`config.mk`:
```
export PLATFORM = sky130hd
export DESIGN_NAME = trb_ctrl
export DESIGN_NICKNAME = d
export VERILOG_FILES = /design/src/rtl/core/trb_pkg.sv /design/src/rtl/core/trb_ctrl.sv
export SDC_FILE = /design/constraint.sdc
export NUM_CORES = 1
export LEC_CHECK = 0
export ABC_AREA = 1
export BUFFER_PORTS_ARGS = -buffer_cell sky130_fd_sc_hd__buf_4
export CAP_MARGIN = 25
export CORE_MARGIN = 2
export CORE_UTILIZATION = 45
export CTS_CLUSTER_DIAMETER = 60
export DETAILED_ROUTE_END_ITERATION = 12
export PLACE_DENSITY_LB_ADDON = 0.3
export SLEW_MARGIN = 20
export SYNTH_ARGS = -nofsm -noshare
export SYNTH_HDL_FRONTEND = slang
export SYNTH_SLANG_ARGS = --single-unit
```
`constraint.sdc`:
```
create_clock -name clk -period 3.6 [get_ports clk]
set_input_delay 1.08 -clock clk [delete_from_list [all_inputs] [get_ports clk]]
set_output_delay 1.08 -clock clk [all_outputs]
set_load 0.02 [all_outputs]
```
`src/rtl/core/trb_pkg.sv`:
```
// Shared types, codes and constants for the trace ring with repeat collapse.
`default_nettype none
package trb_pkg;

  localparam int DEFAULT_RING_DEPTH = 128;

  localparam logic [2:0] OP_CMD   = 3'd0;
  localparam logic [2:0] OP_MSG   = 3'd1;
  localparam logic [2:0] OP_EVT   = 3'd2;
  localparam logic [2:0] OP_CLEAR = 3'd3;
  localparam logic [2:0] OP_READ  = 3'd4;

  localparam logic [1:0] KIND_COMMAND = 2'd0;
  localparam logic [1:0] KIND_MESSAGE = 2'd1;
  localparam logic [1:0] KIND_EVENT   = 2'd2;

  localparam logic [15:0] REPEAT_LIMIT = 16'hffff;

  // One stored trace entry as it leaves or enters the ring memory.
  typedef struct packed {
    logic [1:0]  kind;
    logic [31:0] stamp;
    logic [7:0]  cls;
    logic [7:0]  ins;
    logic [7:0]  pa;
    logic [7:0]  pb;
    logic [15:0] status;
    logic [15:0] rep_count;
    logic [15:0] event_code;
  } entry_t;

  // Write strobes: a new slot writes everything, a collapse only time, status and repeat.
  typedef struct packed {
    logic we;
    logic hdr_we;
  } wr_req_t;

  // Read status handed from the controller to the output stage.
  typedef struct packed {
    logic       pending;
    logic       hit;
    logic [7:0] used;
  } read_info_t;

endpackage
`default_nettype wire

```
`src/rtl/core/trb_ctrl.sv`:
```
// Ring controller: pointers, fill count, newest-entry copy, collapse decision and read address.
`default_nettype none
module trb_ctrl import trb_pkg::*; #(
  parameter int DEPTH = DEFAULT_RING_DEPTH,
  localparam int PTR_W = $clog2(DEPTH)
) (
  input  wire logic             clk,
  input  wire logic             rst,
  input  wire logic             accept,
  input  wire logic [2:0]       opcode,
  input  wire logic [31:0]      timestamp_ms,
  input  wire logic [7:0]       class_byte,
  input  wire logic [7:0]       instruction_byte,
  input  wire logic [7:0]       param_one,
  input  wire logic [7:0]       param_two,
  input  wire logic [15:0]      status_word,
  input  wire logic [15:0]      event_id,
  input  wire logic [6:0]       read_index,
  output wr_req_t               wr,
  output logic [PTR_W-1:0]      wr_addr,
  output entry_t                wr_data,
  output logic                  rd_en,
  output logic [PTR_W-1:0]      rd_addr,
  output read_info_t            rd_info
);

  localparam int CNT_W = $clog2(DEPTH + 1);
  localparam int CMP_W = (CNT_W > 8) ? CNT_W : 8;
  localparam int W     = CMP_W + 1;

  logic [PTR_W-1:0] wp;
  logic [PTR_W-1:0] last_addr;
  logic [CNT_W-1:0] fill;
  logic [1:0]       last_kind;
  logic [7:0]       last_ins;
  logic [15:0]      last_rep;
  logic             pending;
  logic             hit;
  logic [7:0]       used;

  logic             collapse;
  logic             take;
  logic [W-1:0]     wp_w;
  logic [W-1:0]     fill_w;
  logic [W-1:0]     depth_w;
  logic [W-1:0]     idx_w;
  logic [W-1:0]     start_w;
  logic [W-1:0]     sum_w;
  logic [W-1:0]     slot_w;
  logic [CMP_W-1:0] fill_ext;

  // The newest entry's kind, type and repeat count are kept in registers, so a
  // collapse needs no read of the memory before its write.
  always_comb begin
    collapse = (opcode == OP_MSG) && (fill != '0) && (last_kind == KIND_MESSAGE) &&
               (last_ins == instruction_byte) && (last_rep != REPEAT_LIMIT);
    take     = 1'b0;
    wr_data  = '0;
    wr_data.stamp     = timestamp_ms;
    wr_data.rep_count = 16'd1;
    unique case (opcode)
      OP_CMD: begin
        take           = 1'b1;
        wr_data.kind   = KIND_COMMAND;
        wr_data.cls    = class_byte;
        wr_data.ins    = instruction_byte;
        wr_data.pa     = param_one;
        wr_data.pb     = param_two;
        wr_data.status = status_word;
      end
      OP_MSG: begin
        take         = !collapse;
        wr_data.kind = KIND_MESSAGE;
        wr_data.ins  = instruction_byte;
        if (collapse) begin
          wr_data.rep_count = last_rep + 16'd1;
        end
      end
      OP_EVT: begin
        take               = 1'b1;
        wr_data.kind       = KIND_EVENT;
        wr_data.event_code = event_id;
      end
      default: begin
        take = 1'b0;
      end
    endcase
    wr.hdr_we = accept && take;
    wr.we     = accept && (take || collapse);
    wr_addr   = collapse ? last_addr : wp;
  end

  // Slot of the read: (write pointer - fill + index) modulo the depth.
  always_comb begin
    wp_w     = W'(wp);
    fill_w   = W'(fill);
    depth_w  = W'(DEPTH);
    idx_w    = W'(read_index);
    start_w  = (wp_w >= fill_w) ? (wp_w - fill_w) : (wp_w + depth_w - fill_w);
    sum_w    = start_w + idx_w;
    slot_w   = (sum_w >= depth_w) ? (sum_w - depth_w) : sum_w;
    rd_addr  = slot_w[PTR_W-1:0];
    rd_en    = accept && (opcode == OP_READ);
    fill_ext = CMP_W'(fill);
  end

  always_ff @(posedge clk) begin
    if (rst) begin
      wp      <= '0;
      fill    <= '0;
      pending <= 1'b0;
    end else begin
      pending <= rd_en;
      if (accept && opcode == OP_CLEAR) begin
        wp   <= '0;
        fill <= '0;
      end else if (wr.hdr_we) begin
        wp <= (wp == PTR_W'(DEPTH - 1)) ? '0 : wp + 1'b1;
        if (fill != CNT_W'(DEPTH)) begin
          fill <= fill + 1'b1;
        end
      end
    end
  end

  always_ff @(posedge clk) begin
    if (wr.we) begin
      last_kind <= wr_data.kind;
      last_ins  <= wr_data.ins;
      last_rep  <= wr_data.rep_count;
      last_addr <= wr_addr;
    end
    if (rd_en) begin
      hit  <= idx_w < fill_w;
      used <= fill_ext[7:0];
    end
  end

  always_comb begin
    rd_info.pending = pending;
    rd_info.hit     = hit;
    rd_info.used    = used;
  end

  a_fill_bound: assert property (@(posedge clk) disable iff (rst)
    fill <= CNT_W'(DEPTH))
    else $error("fill count beyond ring depth");

  a_fill_grows: assert property (@(posedge clk) disable iff (rst)
    wr.hdr_we |=> (fill == $past(fill) + 1'b1) || (fill == CNT_W'(DEPTH)))
    else $error("new slot taken without fill count update");

  a_newest_rep: assert property (@(posedge clk) disable iff (rst)
    (fill != '0) |-> (last_rep != 16'd0))
    else $error("newest entry has zero repeat count");

  a_read_gap: assert property (@(posedge clk) disable iff (rst)
    pending |-> !accept)
    else $error("transaction accepted while a read is in flight");

endmodule
`default_nettype wire

```
==> results of run 1 <==
==> worst min path at each step <==
stage | startpoint | end | cells past startpoint
after floorplan | fill[1] | used[1] | 0
after detailed placement | fill[4] | fill[4] | 2
after global routing | fill[4] | fill[4] | 2
after global placement | fill[7] | fill[7] | 2
after CTS | fill[4] | fill[4] | 2
final | fill[4] | fill[4] | 2
==> placed cells by master (no fill, tap or decap), types with 2 or more instances in the layout <==
cell and count:
a21oi_1 15, a21oi_2 9, and3_1 2, buf_4 215
bufinv_16 3, clkbuf_8 9, clkinvlp_4 3, dfxtp_1 10
dfxtp_2 6, edfxtp_1 42, fa_2 2, ha_1 18
ha_4 4, inv_1 112, inv_2 6, nand2_1 74
nand2_2 9, nand2_4 3, nand3_1 15, nand3_2 4
nand3_4 2, nand4_1 11, nor2_1 99, nor2_2 3
nor2_4 2, nor3_1 5, nor3_2 2, o21ai_0 5
o21ai_1 3, xnor2_1 5, xnor2_2 2, xor2_1 19
xor2_2 2
==> metal layers <==
metal  vias up  share of wire (%)
met3        23                7.6
met2       173                 48
met1      1927                 43
met5         -                  0
met4         0                1.9
li1       2029                  -
==> registers in the layout, indices dropped and copies added (netlist names) <==
name	flops
last_ins	8
pending	1
used	8
fill	8
last_kind	2
last_addr	7
last_rep	16
wp	7
hit	1
==> kinds of logic (layout without fill, tap and decap cells) <==
family / after synthesis / after routing / share of synthesized area (%)
adder cells (fa/ha/maj): 25 / 25 / 7.79
XOR/XNOR: 28 / 28 / 5.82
AO/OA/AOI/OAI: 41 / 41 / 5.94
flip-flops: 58 / 58 / 37.6
AND/OR/NAND/NOR: 235 / 235 / 25.3
buffers and inverters: 163 / 352 / 17.6
==> timing repair <==
item	CTS	global route
buffers inserted	6	4
pin swaps	10	9
hold endpoints to repair	0	0
endpoints found under the setup margin	4	14
gates resized for setup	18	26
==> through the flow <==
| stage | util (%) | total power [mW] | instance area (sq um) | instances | setup slack (ns) |
|---|---|---|---|---|---|
| CTS | 65.6 | 2.02 | 6000 | 848 | -0.194 |
| floorplan | - | 1.07 | 4220 | 550 | 0.00332 |
| detailed placement | 61.6 | 1.25 | 5640 | 827 | -0.195 |
| global placement | 61.6 | 1.24 | 5640 | 827 | -0.110 |
| finish | 66.5 | 2.04 | 6090 | 850 | -0.192 |
| global route | 66.5 | 2.12 | 6090 | 850 | -0.332 |
==> area by class of cell <==
class | instances | area, sq um
fill | 758 | 3060
multi-input combinational | 329 | 2040
timing repair buffer | 216 | 1630
sequential | 58 | 1590
inverter | 120 | 458
tap | 111 | 139
clock buffer | 9 | 124
clock inverter | 7 | 118
==> worst register-to-register path, cell delays in order, from the launching register on <==
cell and delay [ns]:
dfxtp_2 0.35, buf_4 0.16, inv_1 0.13, ha_1 0.17
nand3_1 0.12, nor2_1 0.21, nor2_1 0.11, nand3_4 0.16
nand2_4 0.07, nand2_4 0.07, buf_4 0.17, nand3_4 0.17
nand2_1 0.11, nand2_1 0.06, nor2_1 0.12
==> where the power goes <==
part           internal, mW  switching (mW)
clock network         0.458           0.285
logic                 0.257           0.290
registers             0.736          0.0128
==> results.sh, run 1 <==
export IMPL_outcome="finished with violations"
export IMPL_violations="setup timing"
export IMPL_drt_iter0_drc=165
export IMPL_h_tree_depth=3
export IMPL_cpMaxStageDelayCell="fa_2"
export IMPL_reg2reg_depth=14
export IMPL_ys_seq_area_share_pct=37.6
export IMPL_vias=4152
export IMPL_synth_top_area_cell="edfxtp_1"
export IMPL_grt_total_usage_pct=25.0
export IMPL_met2_usage_pct=39.3
export IMPL_crit_fanout=2
export IMPL_die_area_sq_mm=0.0101
export IMPL_fin_crit_sh_pct=105
export IMPL_syn_avg_cell_area_sq_um=7.66
export IMPL_clkLatencyLatePin_ns=0.34
export IMPL_worst_path_stages=13
export IMPL_place_hpwl_mm=10.6
export IMPL_cts_tree="done"
export IMPL_ioPinCount=250
export IMPL_fmax_mhz=264
export IMPL_ys_warn_count=0
export IMPL_async_reset_ff_share_pct=0
export IMPL_path_cells="inv_2 > ha_4 > inv_4 > fa_2 > buf_4 > ha_1 > nand3_1 > and2_4 > inv_1 > a21oi_1 > o21ai_1 > xor2_1 > buf_4"
export IMPL_hold_buffers=0
export IMPL_drt_total_wl_mm=13.5
export IMPL_ys_top_cells_by_area="edfxtp_1 (30%), inv_1 (11%), nor2_1 (8.9%)"
export IMPL_syn_area_sq_mm=0.00421
export IMPL_setup_ws_ns=-0.192
export IMPL_io_buffer_count=185
export IMPL_drt_pass1_iter_count=5
export IMPL_critPathArrivalTime_ns=2.71
export IMPL_timing_rr_start="fill[0]"
export IMPL_ys_ff_latch=58
export IMPL_rsz0062_at_grt="yes"
export IMPL_drv_cap=0
export IMPL_synth_distinct_cells=40
export IMPL_place_congestion=0.846
export IMPL_hp_class="flop to flop"
export IMPL_num_antenna_cells=0
export IMPL_critPathLaunchType="flop"
export IMPL_grt_pass1_vias=3863
export IMPL_grt_max_degree=41
export IMPL_core_sq_mm=0.00915
export IMPL_syn2layout_area_growth_pct=44.7
export IMPL_dieWidth_microns=101
export IMPL_endpoint="rd_addr[5]"
export IMPL_grt_busiest_layer="met2"
export IMPL_overflow=0
export IMPL_worst_slew_pin_slew_ns=0.656
export IMPL_synth_nets=684
export IMPL_cts_root_buffer_cell="clkbuf_8"
export IMPL_worstSetupPathType="flop to primary output"
export IMPL_powerDensity_mw_per_mm2=335
export IMPL_period_needed_ns=3.79
export IMPL_cts_buffers=9
export IMPL_vdd_drop_max_v=0.000279
export IMPL_yosysMostFrequentCell="inv_1"
export IMPL_r2r_end="fill[0]"
export IMPL_synth_top_area_share_pct=30.0
export IMPL_cpLargestDelayFamily="adder cells"
export IMPL_setup_tns_ns=-0.347
export IMPL_post_drt_wl_per_cell_microns=15.8
export IMPL_clockBufferDepth=2
export IMPL_std_cell_rows=35
export IMPL_drive_gt1_share_pct=40.1
export IMPL_p_leak_nw=3.21
export IMPL_rrSetupSlack_ns=1.35
export IMPL_required_ns=2.52
export IMPL_synthCells=550
export IMPL_clkTransAtPathRegs_ns=0.07
export IMPL_crit_path_frequent_cell="buf_4"
export IMPL_slowest_delay_ns=0.45
export IMPL_via_per_inst=4.88
export IMPL_path_buf_inv=5
export IMPL_end_kind="primary output"
export IMPL_grt_pass1_wl_mm=19.5
export IMPL_synth_edf_count=42
export IMPL_antenna_found_initial=0
export IMPL_whs_ns=0.514
export IMPL_grt_use_met1_pct=33.9
export IMPL_drcViolationCount=0
export IMPL_drv_slew=0
export IMPL_ant_nets=0
export IMPL_crit_start="wp[0]"
export IMPL_ys_flop_type="edfxtp_1"
export IMPL_cts_num_sinks=58
export IMPL_clock_skew_ns=0.00868
export IMPL_grtUsageMet3_pct=6.87
export IMPL_max_slew_margin_pct=56.1
export IMPL_synthTopCellsByCount="inv_1 (118), nor2_1 (100), nand2_1 (75)"
export IMPL_setup_viol=2
export IMPL_final_hold_violation_count=0
export IMPL_fin_nets=868
export IMPL_start_util_pct=46.0
export IMPL_die_h_microns=101
Power figures use the tool's default switching activity.
==> inputs of run 2 (changes only) <==
--- a/config.mk
+++ b/config.mk
@@ -5,11 +5,10 @@
 export SDC_FILE = /design/constraint.sdc
 export NUM_CORES = 1
 export LEC_CHECK = 0
-export ABC_AREA = 1
 export BUFFER_PORTS_ARGS = -buffer_cell sky130_fd_sc_hd__buf_4
 export CAP_MARGIN = 25
-export CORE_MARGIN = 2
-export CORE_UTILIZATION = 45
+export CORE_MARGIN = 10
+export CORE_UTILIZATION = 44
 export CTS_CLUSTER_DIAMETER = 60
 export DETAILED_ROUTE_END_ITERATION = 12
 export PLACE_DENSITY_LB_ADDON = 0.3
==> run 2 against run 1 <==
The flow still finishes with violations (setup timing). Largest power group unchanged. First-iteration DRC count grew 78%. Via count is 2.3% lower. Critical path type unchanged. Combinational power decreased by 18%. Clock skew increased by 0.0070 ns. Flip-flop and latch count stayed put.
==> results.sh, run 2 <==
export IMPL_die_area_sq_mm=0.0134
export IMPL_yosysMostFrequentCell="and2_1"
export IMPL_grt_pass1_wl_mm=23.0
export IMPL_cts_tree="done"
export IMPL_preCtsSetupSlack_ns=-0.260
export IMPL_syn_area_sq_mm=0.00404
export IMPL_p_sw_share_pct=30.3
export IMPL_final_common_cell="buf_4"
export IMPL_end_kind="primary output"
export IMPL_ioPinCount=250
export IMPL_synthTopCellsByCount="and2_1 (53), edfxtp_1 (42), buf_4 (34)"
export IMPL_final_cells=743
export IMPL_synth_top_area_cell="edfxtp_1"
export IMPL_ys_seq_area_share_pct=39.2
export IMPL_synth_nets=564
export IMPL_fin_crit_sh_pct=110
export IMPL_drv_cap=0
export IMPL_clkLatencyLatePin_ns=0.36
export IMPL_setup_viol=26
export IMPL_period_needed_ns=3.95
export IMPL_ys_flop_type="edfxtp_1"
export IMPL_place_hpwl_mm=11.6
export IMPL_switchingPower_mw=0.527
export IMPL_intPower_mw=1.21
export IMPL_largest_register="last_rep"
export IMPL_async_reset_ff_share_pct=0
export IMPL_post_drt_wl_per_cell_microns=21.3
export IMPL_drcViolationCount=0
export IMPL_io_buffer_count=185
export IMPL_rsz0062_at_grt="yes"
export IMPL_grt_pass1_vias=4178
export IMPL_worstSetupPathType="flop to primary output"
export IMPL_overflow=0
export IMPL_place_congestion=0.872
export IMPL_cts_root_buffer_cell="clkbuf_8"
export IMPL_powerDensity_mw_per_mm2=269
export IMPL_max_slew_margin_pct=57.6
export IMPL_die_h_microns=116
export IMPL_drt_iter0_drc=294
export IMPL_p_leak_nw=2.87
export IMPL_h_tree_depth=3
export IMPL_drive_gt1_share_pct=51.3
export IMPL_drt_total_wl_mm=15.8
export IMPL_clock_skew_ns=0.0157
export IMPL_ys_ff_latch=58
export IMPL_cts_buffers=9
export IMPL_placed_cells=701
export IMPL_antenna_found_initial=0
export IMPL_required_ns=2.52
export IMPL_post_route_util_pct=73.3
export IMPL_dieWidth_microns=116
export IMPL_syn_avg_cell_area_sq_um=9.39
export IMPL_num_antenna_cells=0
export IMPL_vias=4056
export IMPL_start_util_pct=45.9
export IMPL_drv_slew=0
export IMPL_hp_class="flop to flop"
export IMPL_fmax_mhz=253
export IMPL_ys_warn_count=0
export IMPL_clkPwrFrac_pct=31.1
export IMPL_final_cell_mix="buf_4 (199), and2_1 (52), edfxtp_1 (42)"
export IMPL_critPathArrivalTime_ns=2.87
export IMPL_hold_buffers=0
export IMPL_largest_reg_flops=16
export IMPL_std_cell_rows=34
export IMPL_core_sq_mm=0.00881
export IMPL_fin_nets=764
export IMPL_synth_top_area_share_pct=31.2
export IMPL_clkTransAtPathRegs_ns=0.07
export IMPL_pwr_share_seq_pct=43.1
export IMPL_ys_top_cells_by_area="edfxtp_1 (31%), and2_1 (8.2%), dfxtp_1 (7.9%)"
export IMPL_violations="setup timing"
export IMPL_worst_slew_pin_slew_ns=0.630
export IMPL_via_per_inst=5.46
export IMPL_vdd_drop_max_v=0.000146
export IMPL_crit_fanout=2
export IMPL_synth_distinct_cells=50
export IMPL_grt_max_degree=41
export IMPL_synth_edf_count=42
export IMPL_grt_total_usage_pct=21.9
export IMPL_ant_nets=0
export IMPL_setup_ws_ns=-0.347
export IMPL_syn2layout_area_growth_pct=59.9
export IMPL_critPathLaunchType="flop"
export IMPL_cts_num_sinks=58
export IMPL_total_power_mw=1.74
export IMPL_drt_pass1_iter_count=5
export IMPL_synthCells=430
export IMPL_final_hold_violation_count=0
export IMPL_outcome="finished with violations"
export IMPL_comb_power_share_pct=25.8
export IMPL_clockBufferDepth=2
## run 2: area by class of cell
class	count	area, sq um
multi-input combinational	298	2430
fill	570	2350
timing repair buffer	242	2060
sequential	58	1580
tap	108	135
clock buffer	10	128
inverter	21	78.8
clock inverter	6	43.8
## run 2: per-layer routing
metal  global-route usage (%)  vias up  part of all wire, %
li1                         -     1870                    -
met1                     21.4     1924                   33
met2                     41.1      233                   54
met3                     8.48       29                   11
met4                     7.51        0                  2.3
met5                        0        -                    0
## run 2: power by group through the flow
stage                     logic (mW)  registers (mW)  clock network [mW]
after floorplan                0.256           0.760                   0
after global placement         0.395           0.757                   0
after detailed placement       0.403           0.759                   0
after CTS                      0.436           0.746               0.527
after global routing           0.478           0.750               0.576
final                          0.448           0.749               0.541
## run 2: what timing repair did
action                     CTS  global route
setup endpoints to repair   28            28
cloned                       3             0
gates resized for setup     99            26
pin swaps                   36            21
buffers inserted            22             8
## run 2: critical path, stage by stage (launching register included)
cell and delay [ns]:
dfxtp_2 0.34, inv_2 0.08, ha_4 0.13, inv_2 0.04, fa_2 0.34, xor2_1 0.18
ha_1 0.29, nor2b_1 0.14, o21ai_1 0.21, a21boi_2 0.10, o21a_1 0.19, nor2_1 0.10
xnor3_2 0.26, buf_6 0.14
## run 2: final timing paths
check         startpoint           to  slack [ns]  cells past startpoint
max                wp[0]   rd_addr[6]       -0.35                     13
min                wp[6]        wp[6]        0.53                      2
max reg2reg  last_rep[0]  last_rep[3]        0.52                     15
min reg2reg        wp[6]        wp[6]        0.53                      2
## run 2: cell families (layout without fill, tap and decap cells)
family | after synthesis | after routing | share of synthesized area [%]
xor+xnor | 34 | 34 | 7.72
flops | 58 | 58 | 39.2
simple gates | 182 | 182 | 25.4
compound gates | 57 | 57 | 9.27
fa+ha+maj | 25 | 25 | 8.12
buf+inv | 74 | 279 | 10.3
## run 2: metrics by stage
stage | instance area, sq um | setup TNS, ns | hold slack, ns
floorplan | 4130 | -1.69 | 0.466
global placement | 5550 | -1.96 | 0.485
detailed placement | 5550 | -3.28 | 0.510
CTS | 6330 | -2.54 | 0.520
global route | 6460 | -4.83 | 0.545
finish | 6460 | -3.16 | 0.533
==> inputs of run 3 (changes only) <==
--- a/config.mk
+++ b/config.mk
@@ -8,7 +8,7 @@
 export BUFFER_PORTS_ARGS = -buffer_cell sky130_fd_sc_hd__buf_4
 export CAP_MARGIN = 25
 export CORE_MARGIN = 10
-export CORE_UTILIZATION = 44
+export CORE_UTILIZATION = 47
 export CTS_CLUSTER_DIAMETER = 60
 export DETAILED_ROUTE_END_ITERATION = 12
 export PLACE_DENSITY_LB_ADDON = 0.3
==> constraint.sdc (replaced) <==
create_clock -name clk -period 4.8 [get_ports clk]
set_input_delay 1.44 -clock clk [delete_from_list [all_inputs] [get_ports clk]]
set_output_delay 1.44 -clock clk [all_outputs]
set_load 0.02 [all_outputs]
==> run 3 against run 2 <==
The run now ends clean. First-iteration DRC count down 23%. Hold slack lost 0.013 ns. Die area decreased by 5.3%. Total power fell by 23%. Clock power is 8.9% lower. Largest power group unchanged. Non-clock buffer count decreased by 47. Largest cell class unchanged. Global-route usage down 2.1 points. Count of clock-buffer cells in the layout shrank 1. Flip-flop and latch count did not move.
==> results.sh, run 3 (synthesis gave the netlist of run 2 again) <==
export IMPL_grt_max_degree=41
export IMPL_io_buffer_count=185
export IMPL_finish_instance_area_sq_mm=0.00553
export IMPL_final_cell_mix="buf_4 (195), and2_1 (53), edfxtp_1 (42)"
export IMPL_grtUsageMet3_pct=9.11
export IMPL_vias=3668
export IMPL_overflow=0
export IMPL_ant_nets=0
export IMPL_largest_reg_flops=16
export IMPL_placed_area_sq_mm=0.00531
export IMPL_place_congestion=0.837
export IMPL_final_common_cell="buf_4"
export IMPL_r2r_end="wp[3]"
export IMPL_num_antenna_cells=0
export IMPL_largest_register="last_rep"
export IMPL_outcome="completed"
export IMPL_cts_root_buffer_cell="clkbuf_8"
export IMPL_drcViolationCount=0
export IMPL_hp_class="flop to flop"
export IMPL_reg2reg_depth=9
export IMPL_worst_hold_path_endpoint="fill[1]"
export IMPL_final_cells=693
export IMPL_worstSetupPathType="input pin to primary output"
export IMPL_dieWidth_microns=113
export IMPL_cts_tree="done"
export IMPL_clkLatencyLatePin_ns=0.34
export IMPL_drt_pass1_iter_count=5
export IMPL_max_slew_margin_pct=63.2
export IMPL_path_cells="buf_4 > ha_1 > inv_1 > fa_1 > nor2b_1 > o21ai_1 > a21boi_1 > o21a_1 > nor2_1 > xnor3_1 > buf_4"
export IMPL_drv_cap=0
export IMPL_via_per_inst=5.29
export IMPL_grt_use_met1_pct=20.9
export IMPL_critPathLaunchType="input pin"
export IMPL_placed_cells=677
export IMPL_antenna_found_initial=0
export IMPL_core_sq_mm=0.00830
export IMPL_met2_usage_pct=34.4
export IMPL_crit_path_frequent_cell="buf_4"
export IMPL_syn2layout_area_growth_pct=37.0
export IMPL_die_h_microns=113
export IMPL_rrSetupSlack_ns=2.29
export IMPL_holdPathStages=2
export IMPL_fin_crit_sh_pct=97.2
export IMPL_drt_iter0_drc=227
export IMPL_clock_skew_ns=0.0124
export IMPL_drt_total_wl_mm=13.2
export IMPL_grt_busiest_layer="met2"
export IMPL_final_seq_area_sq_mm=0.00158
export IMPL_clkTransAtPathRegs_ns=0.07
export IMPL_h_tree_depth=3
export IMPL_grt_total_usage_pct=19.8
export IMPL_p_leak_nw=2.47
export IMPL_post_route_util_pct=66.6
export IMPL_required_ns=3.36
export IMPL_powerDensity_mw_per_mm2=241
export IMPL_post_drt_wl_per_cell_microns=19.0
export IMPL_std_cell_rows=33
export IMPL_crit_fanout=2
export IMPL_fin_nets=717
export IMPL_nFillCells=676
export IMPL_clockBufferDepth=2
export IMPL_vdd_drop_max_v=0.000117
export IMPL_multiInputGateArea_sq_mm=0.00205
export IMPL_drv_slew=0
export IMPL_cts_buffers=9
export IMPL_drive_gt1_share_pct=38.8
export IMPL_start_util_pct=48.7
export IMPL_slowest_delay_ns=0.40
export IMPL_grt_pass1_wl_mm=20.4
export IMPL_postCtsSetupRepairBufs=0
export IMPL_critPathArrivalTime_ns=3.23
export IMPL_final_hold_violation_count=0
export IMPL_rsz0062_at_grt="yes"
export IMPL_end_kind="primary output"
export IMPL_ioPinCount=250
export IMPL_grt_pass1_vias=3692
export IMPL_hold_buffers=0
export IMPL_cts_num_sinks=58
export IMPL_period_needed_ns=4.67
export IMPL_setup_viol=0
export IMPL_die_area_sq_mm=0.0127
export IMPL_worst_slew_pin_slew_ns=0.544
export IMPL_place_hpwl_mm=11.1
export IMPL_timing_rr_start="last_rep[0]"
export IMPL_fmax_mhz=214
export IMPL_hold_start="fill[1]"
export IMPL_cpMaxStageDelayCell="fa_1"
## run 3: stage by stage
stage	hold WS (ns)	setup TNS [ns]	worst slack, ns	power [mW]
after CTS	0.523	0	0.0240	1.34
after global routing	0.538	-0.0101	-0.0101	1.39
final	0.520	0	0.133	1.33
after floorplan	0.466	0	0.127	0.759
after detailed placement	0.508	0	0.0338	0.854
after global placement	0.489	0	0.128	0.846
## run 3: worst max-delay path: cells and delay by family
| family | cells | cell delay (ns) |
|---|---|---|
| AOI/OAI and AO/OA | 3 | 0.41 |
| xor gates and xnor gates | 1 | 0.35 |
| adders and majority gates | 2 | 0.55 |
| buffers and inverters | 3 | 0.30 |
| and+or+nand+nor | 2 | 0.18 |
## run 3: layer usage
layer	vias up	part of all wire (%)
met5	-	0
met1	1687	35
met4	0	2.0
met2	196	51
li1	1769	-
met3	16	12
## run 3: timing repair
| item | in CTS | in global routing |
|---|---|---|
| setup endpoints to repair | 0 | 19 |
| endpoints found under the hold margin | 0 | 0 |
| gates resized for setup | 0 | 7 |
## run 3: where the power goes
part | total, mW | switching (mW) | internal [mW]
logic | 0.281 | 0.143 | 0.138
clock network | 0.493 | 0.202 | 0.291
registers | 0.560 | 0.00992 | 0.550
total | 1.33 | 0.355 | 0.979
## run 3: cell type report
type                            count  area share, %
Clock inverter                      7           1.70
Clock buffer                        9           2.24
Timing Repair Buffer              195           26.5
Multi-Input combinational cell    298           37.1
Sequential cell                    58           28.6
Inverter                           21           1.43
Tap cell                          105           2.38
## run 3: worst max path at each step
stage,startpoint,endpoint,cells past startpoint
5_1_grt,wp[0],rd_addr[6],13
3_3_place_gp,read_index[0],rd_addr[6],11
4_1_cts,read_index[0],rd_addr[6],11
3_5_place_dp,read_index[0],rd_addr[6],11
6_report,read_index[0],rd_addr[6],11
2_1_floorplan,opcode[0],rd_en,2
